--- src/design/crpw_pkg.sv ---
package crpw_pkg;

   localparam int COORD_BITS = 16;
   localparam int CALC_BITS = COORD_BITS + 2;
   localparam int CLIP_BITS = 12;
   localparam int SIZE_BITS = 13;
   localparam int PITCH_BITS = 15;
   localparam int PANX_BITS = 12;
   localparam int PANY_BITS = 13;
   localparam int PX_BITS = 13;
   localparam int PY_BITS = 14;
   localparam int PROD_BITS = PY_BITS + PITCH_BITS;
   localparam int CSR_INDEX_BITS = 3;
   localparam int CSR_DATA_BITS = 16;

   localparam logic [SIZE_BITS-1:0] SCREEN_MAX = 13'd4096;
   localparam logic [SIZE_BITS-1:0] SCREEN_WIDTH_RESET = 13'd1280;
   localparam logic [SIZE_BITS-1:0] SCREEN_HEIGHT_RESET = 13'd720;
   localparam logic [PITCH_BITS-1:0] LINE_BYTES_RESET = 15'd5120;

   typedef logic signed [COORD_BITS-1:0] coord_type;
   typedef logic signed [CALC_BITS-1:0] calc_type;

   typedef enum logic {
      REQ_START = 1'b0,
      REQ_PIXEL = 1'b1
   } req_kind_type;

   typedef enum logic [2:0] {
      MODE_ARGB1555 = 3'd0,
      MODE_32BPP = 3'd1,
      MODE_16BPP = 3'd2,
      MODE_8BPP = 3'd3,
      MODE_1BPP = 3'd4
   } pixel_mode_type;

   typedef enum logic [1:0] {
      SIZE_BYTE = 2'd0,
      SIZE_HALF = 2'd1,
      SIZE_WORD = 2'd2
   } write_size_type;

   typedef enum logic [CSR_INDEX_BITS-1:0] {
      CSR_SCREEN_WIDTH = 3'd0,
      CSR_SCREEN_HEIGHT = 3'd1,
      CSR_LINE_BYTES = 3'd2,
      CSR_PAN_X = 3'd3,
      CSR_PAN_Y = 3'd4,
      CSR_PIXEL_MODE = 3'd5,
      CSR_ROTATE_SWAP = 3'd6
   } csr_index_type;

   localparam logic [2:0] PIXEL_MODE_RESET = MODE_32BPP;

   typedef struct packed {
      logic [SIZE_BITS-1:0] screen_width;
      logic [SIZE_BITS-1:0] screen_height;
      logic [PITCH_BITS-1:0] line_bytes;
      logic [PANX_BITS-1:0] pan_x;
      logic [PANY_BITS-1:0] pan_y;
      logic [2:0] pixel_mode;
      logic rotate_swap;
   } cfg_type;

   typedef struct packed {
      logic req_type;
      logic signed [15:0] corner_x1;
      logic signed [15:0] corner_y1;
      logic signed [15:0] corner_x2;
      logic signed [15:0] corner_y2;
      logic [31:0] source_pixel;
   } req_payload_type;

   typedef struct packed {
      logic write_enable;
      logic [31:0] byte_address;
      logic [31:0] write_data;
      logic [1:0] write_size;
      logic [7:0] bit_mask;
      logic flush_done;
   } rsp_payload_type;

   function automatic logic [SIZE_BITS-1:0] sat_size(input logic [SIZE_BITS-1:0] s);
      logic [SIZE_BITS-1:0] r;
      if (s == '0) begin
         r = SIZE_BITS'(1);
      end else if (s > SCREEN_MAX) begin
         r = SCREEN_MAX;
      end else begin
         r = s;
      end
      return r;
   endfunction

endpackage

--- src/design/clipped_rect_pixel_writer_top.sv ---
// a result reaches rsp_ through two registers: the input register and then the result register
// throughput: one item per cycle while rsp_stall is low; start and pixel items take the same single pass
// the cycle is set by one 14x15 row multiply and add between the two registers
// items with no result (accepted start, clipped pixel, idle pixel) leave no bubble on rsp_
// reset (synchronous, active high) empties both registers, drops any rectangle, reloads csr defaults
module clipped_rect_pixel_writer_top (
   input logic clock,
   input logic reset,
   input logic req_valid,
   output logic req_stall,
   input crpw_pkg::req_payload_type req_payload,
   output logic rsp_valid,
   input logic rsp_stall,
   output crpw_pkg::rsp_payload_type rsp_payload,
   input logic csr_valid,
   output logic csr_ready,
   input logic [crpw_pkg::CSR_INDEX_BITS-1:0] csr_index,
   input logic [crpw_pkg::CSR_DATA_BITS-1:0] csr_wdata
);

   crpw_pkg::cfg_type cfg;
   crpw_pkg::req_payload_type item;
   logic item_valid;
   logic item_take;

   crpw_csr u_csr (
      .clock(clock),
      .reset(reset),
      .csr_valid(csr_valid),
      .csr_ready(csr_ready),
      .csr_index(csr_index),
      .csr_wdata(csr_wdata),
      .cfg(cfg)
   );

   crpw_in_stage u_in_stage (
      .clock(clock),
      .reset(reset),
      .req_valid(req_valid),
      .req_stall(req_stall),
      .req_payload(req_payload),
      .item_valid(item_valid),
      .item(item),
      .item_take(item_take)
   );

   crpw_engine u_engine (
      .clock(clock),
      .reset(reset),
      .cfg(cfg),
      .item_valid(item_valid),
      .item(item),
      .item_take(item_take),
      .rsp_valid(rsp_valid),
      .rsp_stall(rsp_stall),
      .rsp_payload(rsp_payload)
   );

endmodule

--- src/design/crpw_csr.sv ---
module crpw_csr (
   input logic clock,
   input logic reset,
   input logic csr_valid,
   output logic csr_ready,
   input logic [crpw_pkg::CSR_INDEX_BITS-1:0] csr_index,
   input logic [crpw_pkg::CSR_DATA_BITS-1:0] csr_wdata,
   output crpw_pkg::cfg_type cfg
);

   crpw_pkg::cfg_type cfg_ff;
   crpw_pkg::cfg_type cfg_in;

   assign csr_ready = 1'b1;
   assign cfg = cfg_ff;

   always_comb begin
      cfg_in = cfg_ff;
      if (csr_valid) begin
         unique case (csr_index)
            crpw_pkg::CSR_SCREEN_WIDTH: begin
               cfg_in.screen_width = csr_wdata[crpw_pkg::SIZE_BITS-1:0];
            end
            crpw_pkg::CSR_SCREEN_HEIGHT: begin
               cfg_in.screen_height = csr_wdata[crpw_pkg::SIZE_BITS-1:0];
            end
            crpw_pkg::CSR_LINE_BYTES: begin
               cfg_in.line_bytes = csr_wdata[crpw_pkg::PITCH_BITS-1:0];
            end
            crpw_pkg::CSR_PAN_X: begin
               cfg_in.pan_x = csr_wdata[crpw_pkg::PANX_BITS-1:0];
            end
            crpw_pkg::CSR_PAN_Y: begin
               cfg_in.pan_y = csr_wdata[crpw_pkg::PANY_BITS-1:0];
            end
            crpw_pkg::CSR_PIXEL_MODE: begin
               cfg_in.pixel_mode = csr_wdata[2:0];
            end
            crpw_pkg::CSR_ROTATE_SWAP: begin
               cfg_in.rotate_swap = csr_wdata[0];
            end
            default: begin
               cfg_in = cfg_ff;
            end
         endcase
      end
   end

   always_ff @(posedge clock) begin
      if (reset) begin
         cfg_ff.screen_width <= crpw_pkg::SCREEN_WIDTH_RESET;
         cfg_ff.screen_height <= crpw_pkg::SCREEN_HEIGHT_RESET;
         cfg_ff.line_bytes <= crpw_pkg::LINE_BYTES_RESET;
         cfg_ff.pan_x <= '0;
         cfg_ff.pan_y <= '0;
         cfg_ff.pixel_mode <= crpw_pkg::PIXEL_MODE_RESET;
         cfg_ff.rotate_swap <= 1'b0;
      end else begin
         cfg_ff <= cfg_in;
      end
   end

endmodule

--- src/design/crpw_in_stage.sv ---
module crpw_in_stage (
   input logic clock,
   input logic reset,
   input logic req_valid,
   output logic req_stall,
   input crpw_pkg::req_payload_type req_payload,
   output logic item_valid,
   output crpw_pkg::req_payload_type item,
   input logic item_take
);

   logic valid_ff;
   logic valid_in;
   crpw_pkg::req_payload_type item_ff;
   logic accept;

   assign req_stall = valid_ff && !item_take;
   assign accept = req_valid && !req_stall;
   assign item_valid = valid_ff;
   assign item = item_ff;

   always_comb begin
      if (accept) begin
         valid_in = 1'b1;
      end else if (item_take) begin
         valid_in = 1'b0;
      end else begin
         valid_in = valid_ff;
      end
   end

   always_ff @(posedge clock) begin
      if (reset) begin
         valid_ff <= 1'b0;
      end else begin
         valid_ff <= valid_in;
      end
   end

   always_ff @(posedge clock) begin
      if (accept) begin
         item_ff <= req_payload;
      end
   end

endmodule

--- src/design/crpw_engine.sv ---
module crpw_engine (
   input logic clock,
   input logic reset,
   input crpw_pkg::cfg_type cfg,
   input logic item_valid,
   input crpw_pkg::req_payload_type item,
   output logic item_take,
   output logic rsp_valid,
   input logic rsp_stall,
   output crpw_pkg::rsp_payload_type rsp_payload
);

   // rectangle state
   logic rect_active_ff, rect_active_in;
   crpw_pkg::coord_type rect_left_ff, rect_left_in;
   crpw_pkg::coord_type rect_right_ff, rect_right_in;
   crpw_pkg::coord_type rect_bottom_ff, rect_bottom_in;
   crpw_pkg::coord_type cur_x_ff, cur_x_in;
   crpw_pkg::coord_type cur_y_ff, cur_y_in;
   logic [crpw_pkg::CLIP_BITS-1:0] clip_x1_ff, clip_x1_in;
   logic [crpw_pkg::CLIP_BITS-1:0] clip_x2_ff, clip_x2_in;
   logic [crpw_pkg::CLIP_BITS-1:0] clip_y1_ff, clip_y1_in;
   logic [crpw_pkg::CLIP_BITS-1:0] clip_y2_ff, clip_y2_in;

   logic out_valid_ff, out_valid_in;
   crpw_pkg::rsp_payload_type out_ff;

   logic [crpw_pkg::SIZE_BITS-1:0] scr_w, scr_h, lim_x, lim_y;
   crpw_pkg::coord_type c_x1, c_y1, c_x2, c_y2;
   crpw_pkg::calc_type x1, y1, x2, y2, lim_x_c, lim_y_c, w_c, h_c;
   crpw_pkg::calc_type ax1, ay1, ax2, ay2;
   crpw_pkg::calc_type x, y;
   logic reject, in_clip, last;

   logic [crpw_pkg::PX_BITS-1:0] px;
   logic [crpw_pkg::PY_BITS-1:0] py;
   logic [crpw_pkg::PITCH_BITS-1:0] mul_b;
   logic [crpw_pkg::PROD_BITS-1:0] prod;
   logic [31:0] px32, prod32, loc;
   logic [31:0] p;

   logic mode_ok;
   logic [31:0] w_addr, w_data;
   logic [1:0] w_size;
   logic [7:0] w_mask;

   logic has_result;
   crpw_pkg::rsp_payload_type res;
   crpw_pkg::rsp_payload_type no_write;
   logic step;

   assign item_take = item_valid && (!out_valid_ff || !rsp_stall);
   assign step = item_take;
   assign rsp_valid = out_valid_ff;
   assign rsp_payload = out_ff;

   // start item: bound check and clip
   assign scr_w = crpw_pkg::sat_size(cfg.screen_width);
   assign scr_h = crpw_pkg::sat_size(cfg.screen_height);
   assign lim_x = cfg.rotate_swap ? scr_h : scr_w;
   assign lim_y = cfg.rotate_swap ? scr_w : scr_h;

   assign c_x1 = item.corner_x1[crpw_pkg::COORD_BITS-1:0];
   assign c_y1 = item.corner_y1[crpw_pkg::COORD_BITS-1:0];
   assign c_x2 = item.corner_x2[crpw_pkg::COORD_BITS-1:0];
   assign c_y2 = item.corner_y2[crpw_pkg::COORD_BITS-1:0];
   assign x1 = crpw_pkg::calc_type'(c_x1);
   assign y1 = crpw_pkg::calc_type'(c_y1);
   assign x2 = crpw_pkg::calc_type'(c_x2);
   assign y2 = crpw_pkg::calc_type'(c_y2);

   assign lim_x_c = crpw_pkg::calc_type'({1'b0, lim_x});
   assign lim_y_c = crpw_pkg::calc_type'({1'b0, lim_y});
   assign w_c = crpw_pkg::calc_type'({1'b0, scr_w});
   assign h_c = crpw_pkg::calc_type'({1'b0, scr_h});

   assign reject = (x2 < 0) || (y2 < 0) || (x1 >= lim_x_c) || (y1 >= lim_y_c)
                   || (x1 > x2) || (y1 > y2);

   assign ax1 = (x1 < 0) ? '0 : x1;
   assign ay1 = (y1 < 0) ? '0 : y1;
   assign ax2 = (x2 >= w_c) ? crpw_pkg::calc_type'(w_c - crpw_pkg::calc_type'(1)) : x2;
   assign ay2 = (y2 >= h_c) ? crpw_pkg::calc_type'(h_c - crpw_pkg::calc_type'(1)) : y2;

   // pixel item: clip test and address
   assign x = crpw_pkg::calc_type'(cur_x_ff);
   assign y = crpw_pkg::calc_type'(cur_y_ff);
   assign last = (cur_x_ff == rect_right_ff) && (cur_y_ff == rect_bottom_ff);
   assign in_clip = (x >= crpw_pkg::calc_type'({1'b0, clip_x1_ff}))
                    && (x <= crpw_pkg::calc_type'({1'b0, clip_x2_ff}))
                    && (y >= crpw_pkg::calc_type'({1'b0, clip_y1_ff}))
                    && (y <= crpw_pkg::calc_type'({1'b0, clip_y2_ff}));

   assign px = crpw_pkg::PX_BITS'(cur_x_ff[crpw_pkg::CLIP_BITS-1:0])
               + crpw_pkg::PX_BITS'(cfg.pan_x);
   assign py = crpw_pkg::PY_BITS'(cur_y_ff[crpw_pkg::CLIP_BITS-1:0])
               + crpw_pkg::PY_BITS'(cfg.pan_y);
   assign mul_b = (cfg.pixel_mode == crpw_pkg::MODE_1BPP)
                  ? crpw_pkg::PITCH_BITS'(scr_w) : cfg.line_bytes;
   assign prod = crpw_pkg::PROD_BITS'(py) * crpw_pkg::PROD_BITS'(mul_b);
   assign px32 = 32'(px);
   assign prod32 = 32'(prod);
   assign loc = px32 + prod32;
   assign p = item.source_pixel;

   always_comb begin
      mode_ok = 1'b1;
      w_addr = '0;
      w_data = '0;
      w_size = crpw_pkg::SIZE_BYTE;
      w_mask = 8'hff;
      case (cfg.pixel_mode)
         crpw_pkg::MODE_ARGB1555: begin
            w_addr = (px32 << 1) + (prod32 & ~32'd1);
            w_data = {16'd0, |p[31:24], p[23:19], p[15:11], p[7:3]};
            w_size = crpw_pkg::SIZE_HALF;
         end
         crpw_pkg::MODE_32BPP: begin
            w_addr = (px32 << 2) + (prod32 & ~32'd3);
            w_data = p;
            w_size = crpw_pkg::SIZE_WORD;
         end
         crpw_pkg::MODE_16BPP: begin
            w_addr = (px32 << 1) + (prod32 & ~32'd1);
            w_data = {16'd0, p[15:0]};
            w_size = crpw_pkg::SIZE_HALF;
         end
         crpw_pkg::MODE_8BPP: begin
            w_addr = loc;
            w_data = {24'd0, p[7:0]};
         end
         crpw_pkg::MODE_1BPP: begin
            w_addr = loc >> 3;
            w_data = 32'(p[0]) << loc[2:0];
            w_mask = 8'd1 << loc[2:0];
         end
         default: begin
            mode_ok = 1'b0;
         end
      endcase
   end

   // result and state update
   always_comb begin
      no_write = '0;
      no_write.flush_done = 1'b1;

      has_result = 1'b0;
      res = no_write;

      rect_active_in = rect_active_ff;
      rect_left_in = rect_left_ff;
      rect_right_in = rect_right_ff;
      rect_bottom_in = rect_bottom_ff;
      cur_x_in = cur_x_ff;
      cur_y_in = cur_y_ff;
      clip_x1_in = clip_x1_ff;
      clip_x2_in = clip_x2_ff;
      clip_y1_in = clip_y1_ff;
      clip_y2_in = clip_y2_ff;

      if (item.req_type == crpw_pkg::REQ_START) begin
         rect_active_in = !reject;
         has_result = reject;
         if (!reject) begin
            rect_left_in = c_x1;
            rect_right_in = c_x2;
            rect_bottom_in = c_y2;
            cur_x_in = c_x1;
            cur_y_in = c_y1;
            clip_x1_in = ax1[crpw_pkg::CLIP_BITS-1:0];
            clip_x2_in = ax2[crpw_pkg::CLIP_BITS-1:0];
            clip_y1_in = ay1[crpw_pkg::CLIP_BITS-1:0];
            clip_y2_in = ay2[crpw_pkg::CLIP_BITS-1:0];
         end
      end else if (rect_active_ff) begin
         if (cur_x_ff == rect_right_ff) begin
            cur_x_in = rect_left_ff;
            cur_y_in = crpw_pkg::coord_type'(cur_y_ff + crpw_pkg::coord_type'(1));
         end else begin
            cur_x_in = crpw_pkg::coord_type'(cur_x_ff + crpw_pkg::coord_type'(1));
         end
         if (last) begin
            rect_active_in = 1'b0;
         end
         if (in_clip && mode_ok) begin
            has_result = 1'b1;
            res.write_enable = 1'b1;
            res.byte_address = w_addr;
            res.write_data = w_data;
            res.write_size = w_size;
            res.bit_mask = w_mask;
            res.flush_done = last;
         end else begin
            has_result = last;
         end
      end

      if (!out_valid_ff || !rsp_stall) begin
         out_valid_in = item_valid && has_result;
      end else begin
         out_valid_in = out_valid_ff;
      end
   end

   always_ff @(posedge clock) begin
      if (reset) begin
         rect_active_ff <= 1'b0;
         rect_left_ff <= '0;
         rect_right_ff <= '0;
         rect_bottom_ff <= '0;
         cur_x_ff <= '0;
         cur_y_ff <= '0;
         clip_x1_ff <= '0;
         clip_x2_ff <= '0;
         clip_y1_ff <= '0;
         clip_y2_ff <= '0;
         out_valid_ff <= 1'b0;
      end else begin
         out_valid_ff <= out_valid_in;
         if (step) begin
            rect_active_ff <= rect_active_in;
            rect_left_ff <= rect_left_in;
            rect_right_ff <= rect_right_in;
            rect_bottom_ff <= rect_bottom_in;
            cur_x_ff <= cur_x_in;
            cur_y_ff <= cur_y_in;
            clip_x1_ff <= clip_x1_in;
            clip_x2_ff <= clip_x2_in;
            clip_y1_ff <= clip_y1_in;
            clip_y2_ff <= clip_y2_in;
         end
      end
   end

   always_ff @(posedge clock) begin
      if (step && has_result) begin
         out_ff <= res;
      end
   end

   a_nowrite_is_done: assert property (@(posedge clock) disable iff (reset)
      out_valid_ff && !out_ff.write_enable |-> out_ff.flush_done
         && out_ff.byte_address == '0 && out_ff.bit_mask == '0)
      else $error("result without write is not a bare done");

   a_cursor_in_rect: assert property (@(posedge clock) disable iff (reset)
      rect_active_ff |-> cur_x_ff >= rect_left_ff && cur_x_ff <= rect_right_ff
         && cur_y_ff <= rect_bottom_ff)
      else $error("cursor left the active rectangle");

   a_mask_shape: assert property (@(posedge clock) disable iff (reset)
      out_valid_ff && out_ff.write_enable |-> $onehot(out_ff.bit_mask)
         || out_ff.bit_mask == 8'hff)
      else $error("bit mask neither full nor single bit");

   a_word_aligned: assert property (@(posedge clock) disable iff (reset)
      out_valid_ff && out_ff.write_enable && out_ff.write_size == crpw_pkg::SIZE_WORD
         |-> out_ff.byte_address[1:0] == 2'b00)
      else $error("word write not aligned");

   a_half_aligned: assert property (@(posedge clock) disable iff (reset)
      out_valid_ff && out_ff.write_enable && out_ff.write_size == crpw_pkg::SIZE_HALF
         |-> out_ff.byte_address[0] == 1'b0)
      else $error("halfword write not aligned");

endmodule

--- config.mk ---
export PLATFORM = sky130hd
export DESIGN_NAME = clipped_rect_pixel_writer_top
export DESIGN_NICKNAME = d
export VERILOG_FILES = /design/src/design/crpw_pkg.sv /design/src/design/clipped_rect_pixel_writer_top.sv /design/src/design/crpw_csr.sv /design/src/design/crpw_in_stage.sv /design/src/design/crpw_engine.sv
export SDC_FILE = /design/constraint.sdc
export NUM_CORES = 2
export LEC_CHECK = 0
export CORE_ASPECT_RATIO = 0.8
export CORE_MARGIN = 3
export CORE_UTILIZATION = 65
export CTS_BUF_LIST = sky130_fd_sc_hd__clkbuf_16
export DETAILED_ROUTE_END_ITERATION = 12
export DONT_BUFFER_PORTS = 1
export HOLD_SLACK_MARGIN = 0.08
export PLACE_DENSITY = 0.82
export SLEW_MARGIN = 25
export SYNTH_ARGS = -nofsm -noshare
export SYNTH_HDL_FRONTEND = slang
export SYNTH_SLANG_ARGS = --single-unit
--- constraint.sdc ---
create_clock -name clock -period 24.6 [get_ports clock]
set_clock_uncertainty 0.1 [all_clocks]
set_input_delay 3.69 -clock clock [delete_from_list [all_inputs] [get_ports clock]]
set_output_delay 3.69 -clock clock [all_outputs]
set_load 0.02 [all_outputs]
==> impl_metrics.toml <==
[placement]
hpwl_um = 68360
post-place-ws_ns = 13.38
io_buffers = 0
gp_congestion = 0.9474

[global_routing]
grt_max_degree = 203
grt_pass1_vias = 25410
antenna_found_initial = 3
grt_overflow = 0
grt.total_usage = 0.3599
grt_pass1_wl_um = 138200

[pwr]
p_per_area_mw_per_mm2 = 43.29
static-leakage-power_nw = 13.33
ir_drop_uv = 68.79

[die]
ios = 200
rows = 69
die_w_um = 246.4
dieArea_mm2 = 0.04887
start_util = 0.6669
core-area_mm2 = 0.04507
die_y_um = 198.3

[yosys]
ys.flop_type = "dfxtp_1"
synthTopCellsByArea = "edfxtp_1 17%, dfxtp_1 13%, ha_1 12%, fa_1 11%, nand2_1 5.9%"
synth_area_per_cell_um2 = 8.582
synth_xor_area_frac = 0.04859
synth_compound_area_frac = 0.1591
synth_top_area_frac = 0.1709
ys_seq_area_frac = 0.3048
synthCells = 3502
synth_warnings = 0
synth_top_family_by_area = "adder cells"
muxShareOfSynthArea = 0.01674
ys_types = 84
synth-async-reset-ratio = 0
yosys.area.top_type = "edfxtp_1"
synth_adder_area_share = 0.2272
netlist_area_mm2 = 0.03005
synth-simple-area-share = 0.1868
synth_edf_count = 171
synth_seq_cells = 372

[setup_path]
startpoint = "u_engine.cur_y_ff[0]"
r2r_slack_ns = 13.01
worstRegToRegCells = 38
reg2reg_to = "u_engine.rsp_payload[67]"
end_kind = "flip-flop"
max_stage_delay_ns = 0.79
cp-start-kind = "flip-flop"
crit_path_max_fanout = 9
critPathCapture = "u_engine.rsp_payload[67]"
slowest_stage = "xor2_1"
required_ns = 24.78
cp.arrival_ns = 11.77
critical_path_class = "flip-flop to flip-flop"
timing.rr.start = "u_engine.cur_y_ff[0]"
crit_top_cell = "fa_1"

[timing]
layout_setup_ws_ns = 13.01
timing.final.crit_period_ns = 11.59
final-max-slew-violation-count = 0
rsz0062_at_grt = "no"
setup-tns-final_ns = 0
fmax_mhz = 86.31
hold_viol_final = 0
tightest_slew_ns = 1.076
fin_crit_sh = 0.4710
worst_slew_margin_rel = 0.2809
finalSetupViolCount = 0

[cells_and_area]
nets = 3995
fin_util = 0.7044
drive_above_1_share = 0.03708
final_common_cell = "nand2_1"
areaGrowthSynthToFinish_pct = 5.629
layout_common_cells = "472 x nand2_1, 392 x nor2_1, 324 x a21oi_1"

[cts]
cts.clk_slew.worst_paths_ns = 0.06
ctsResizeCount = 0
worstSkewPairLatency_ns = 0.57
numCtsBuffers = 39
clock_sinks = 372
cts_root_buf = "clkbuf_16"
cts_tree = "built"
h-tree-depth = 2
ctsLongestPathBuffers = 3
hold_buffers = 0
cts_setup_buffers = 0

[route]
antenna_left = 0
wirelength_um = 89620
via_per_inst = 6.498
drt-pass1-iter-count = 7
drc = 0
drtIter0Drc = 2967
post_drt_wl_per_cell_um = 22.09
vias = 26370

[min_path]
hp-start = "u_engine.clip_x2_ff[9]"
min_path_type = "flip-flop to flip-flop"

[outcome]
outcome = "complete, no violations"

[flow_run]
drv_cap = 0
## worst min-delay path by stage
stage	endpoint	slack, ns	cells after the start
2_1_floorplan	u_engine.rect_left_ff[13]	0.33	2
3_3_place_gp	u_csr.cfg[38]	0.34	2
3_5_place_dp	u_engine.clip_y2_ff[6]	0.34	2
4_1_cts	u_engine.clip_x2_ff[3]	0.35	2
5_1_grt	u_engine.clip_y2_ff[6]	0.37	2
6_report	u_engine.clip_x2_ff[9]	0.35	2
## critical path: cells and delay by family, from the launching register on
| family | cells | cell delay (ns) |
|---|---|---|
| AO/OA/AOI/OAI | 12 | 2.58 |
| adder cells (fa/ha/maj) | 10 | 4.63 |
| multiplexers | 1 | 0.40 |
| XOR/XNOR | 3 | 1.56 |
| AND/OR/NAND/NOR | 8 | 1.24 |
| flip-flops | 1 | 0.41 |
| buffers and inverters | 4 | 0.39 |
## cell usage after synthesis (14+ instances only)
cell type    n
nor2_1     394
nor4_1      21
o21ai_0    100
xnor2_1    122
o21a_1      45
mux2i_1     48
edfxtp_1   171
nand3_1     66
and3_1      21
fa_1       158
a31oi_1     31
nor2b_1     42
nand2_1    472
dfxtp_1    201
o211ai_1    24
a21o_1      47
nand4_1     37
nor3b_1     26
ha_1       293
nor3_1      31
nand2b_1    28
inv_1      291
o31ai_1     14
and2_1      49
o21bai_1    18
a211oi_1    45
a21oi_1    325
clkbuf_1   138
o21ai_1     21
xor2_1      41
## cell type report
class	instances	area (µm²)
Tap cell	603	754.5
Clock buffer	39	975.9
Multi-Input combinational cell	2684	19260
Antenna cell	3	7.507
Fill cell	3475	13320
Timing Repair Buffer	32	244.0
Inverter	294	1104
Sequential cell	372	9159
Clock inverter	31	240.2
## per-layer routing
metal / up-vias / GRT usage / wire (µm)
met5: - / 0 / 14
met4: 2 / 0.1173 / 2859
met3: 281 / 0.09613 / 11690
met2: 1553 / 0.5433 / 38490
met1: 12630 / 0.5056 / 36570
li1: 11900 / - / -
## sequential cells by signal, summed over array words and instances (netlist names)
signal	count
u_engine.clip_x1_ff	12
u_engine.cur_y_ff	16
u_in_stage.item_valid	1
u_engine.rect_active_ff	1
u_engine.rsp_payload	74
u_engine.rect_left_ff	16
u_csr.cfg	70
u_engine.clip_x2_ff	12
u_engine.rect_right_ff	16
u_engine.cur_x_ff	16
u_engine.clip_y1_ff	12
u_engine.rect_bottom_ff	16
u_in_stage.item	97
u_engine.rsp_valid	1
u_engine.clip_y2_ff	12
## metrics by stage
step                cell area (µm²)  hold slack [ns]  power (mW)  std cells
floorplan                     30060           0.3316      0.7793       3503
global placement              30490           0.3370      0.8069       3985
detailed placement            30510           0.3433      0.8141       3985
CTS                           31720           0.3532       1.372       4055
global route                  31740           0.3695       1.415       4056
finish                        31740           0.3501       1.374       4058
## report_power, final
part	leakage (nW)	internal, mW	switching [mW]
Sequential	3.29	0.663	0.0219
Clock	0.606	0.305	0.262
Combinational	9.43	0.0432	0.0791
Total	13.3	1.01	0.363
## cell families (layout without fill, tap and decap cells)
family / after synthesis / after routing
AND/OR/NAND/NOR: 1242 / 1242
flip-flops: 372 / 372
other: 2 / 6
buffers and inverters: 447 / 396
multiplexers: 50 / 50
XOR/XNOR: 165 / 165
AO/OA/AOI/OAI: 773 / 773
adder cells (fa/ha/maj): 451 / 451
Power figures use the tool's default switching activity.
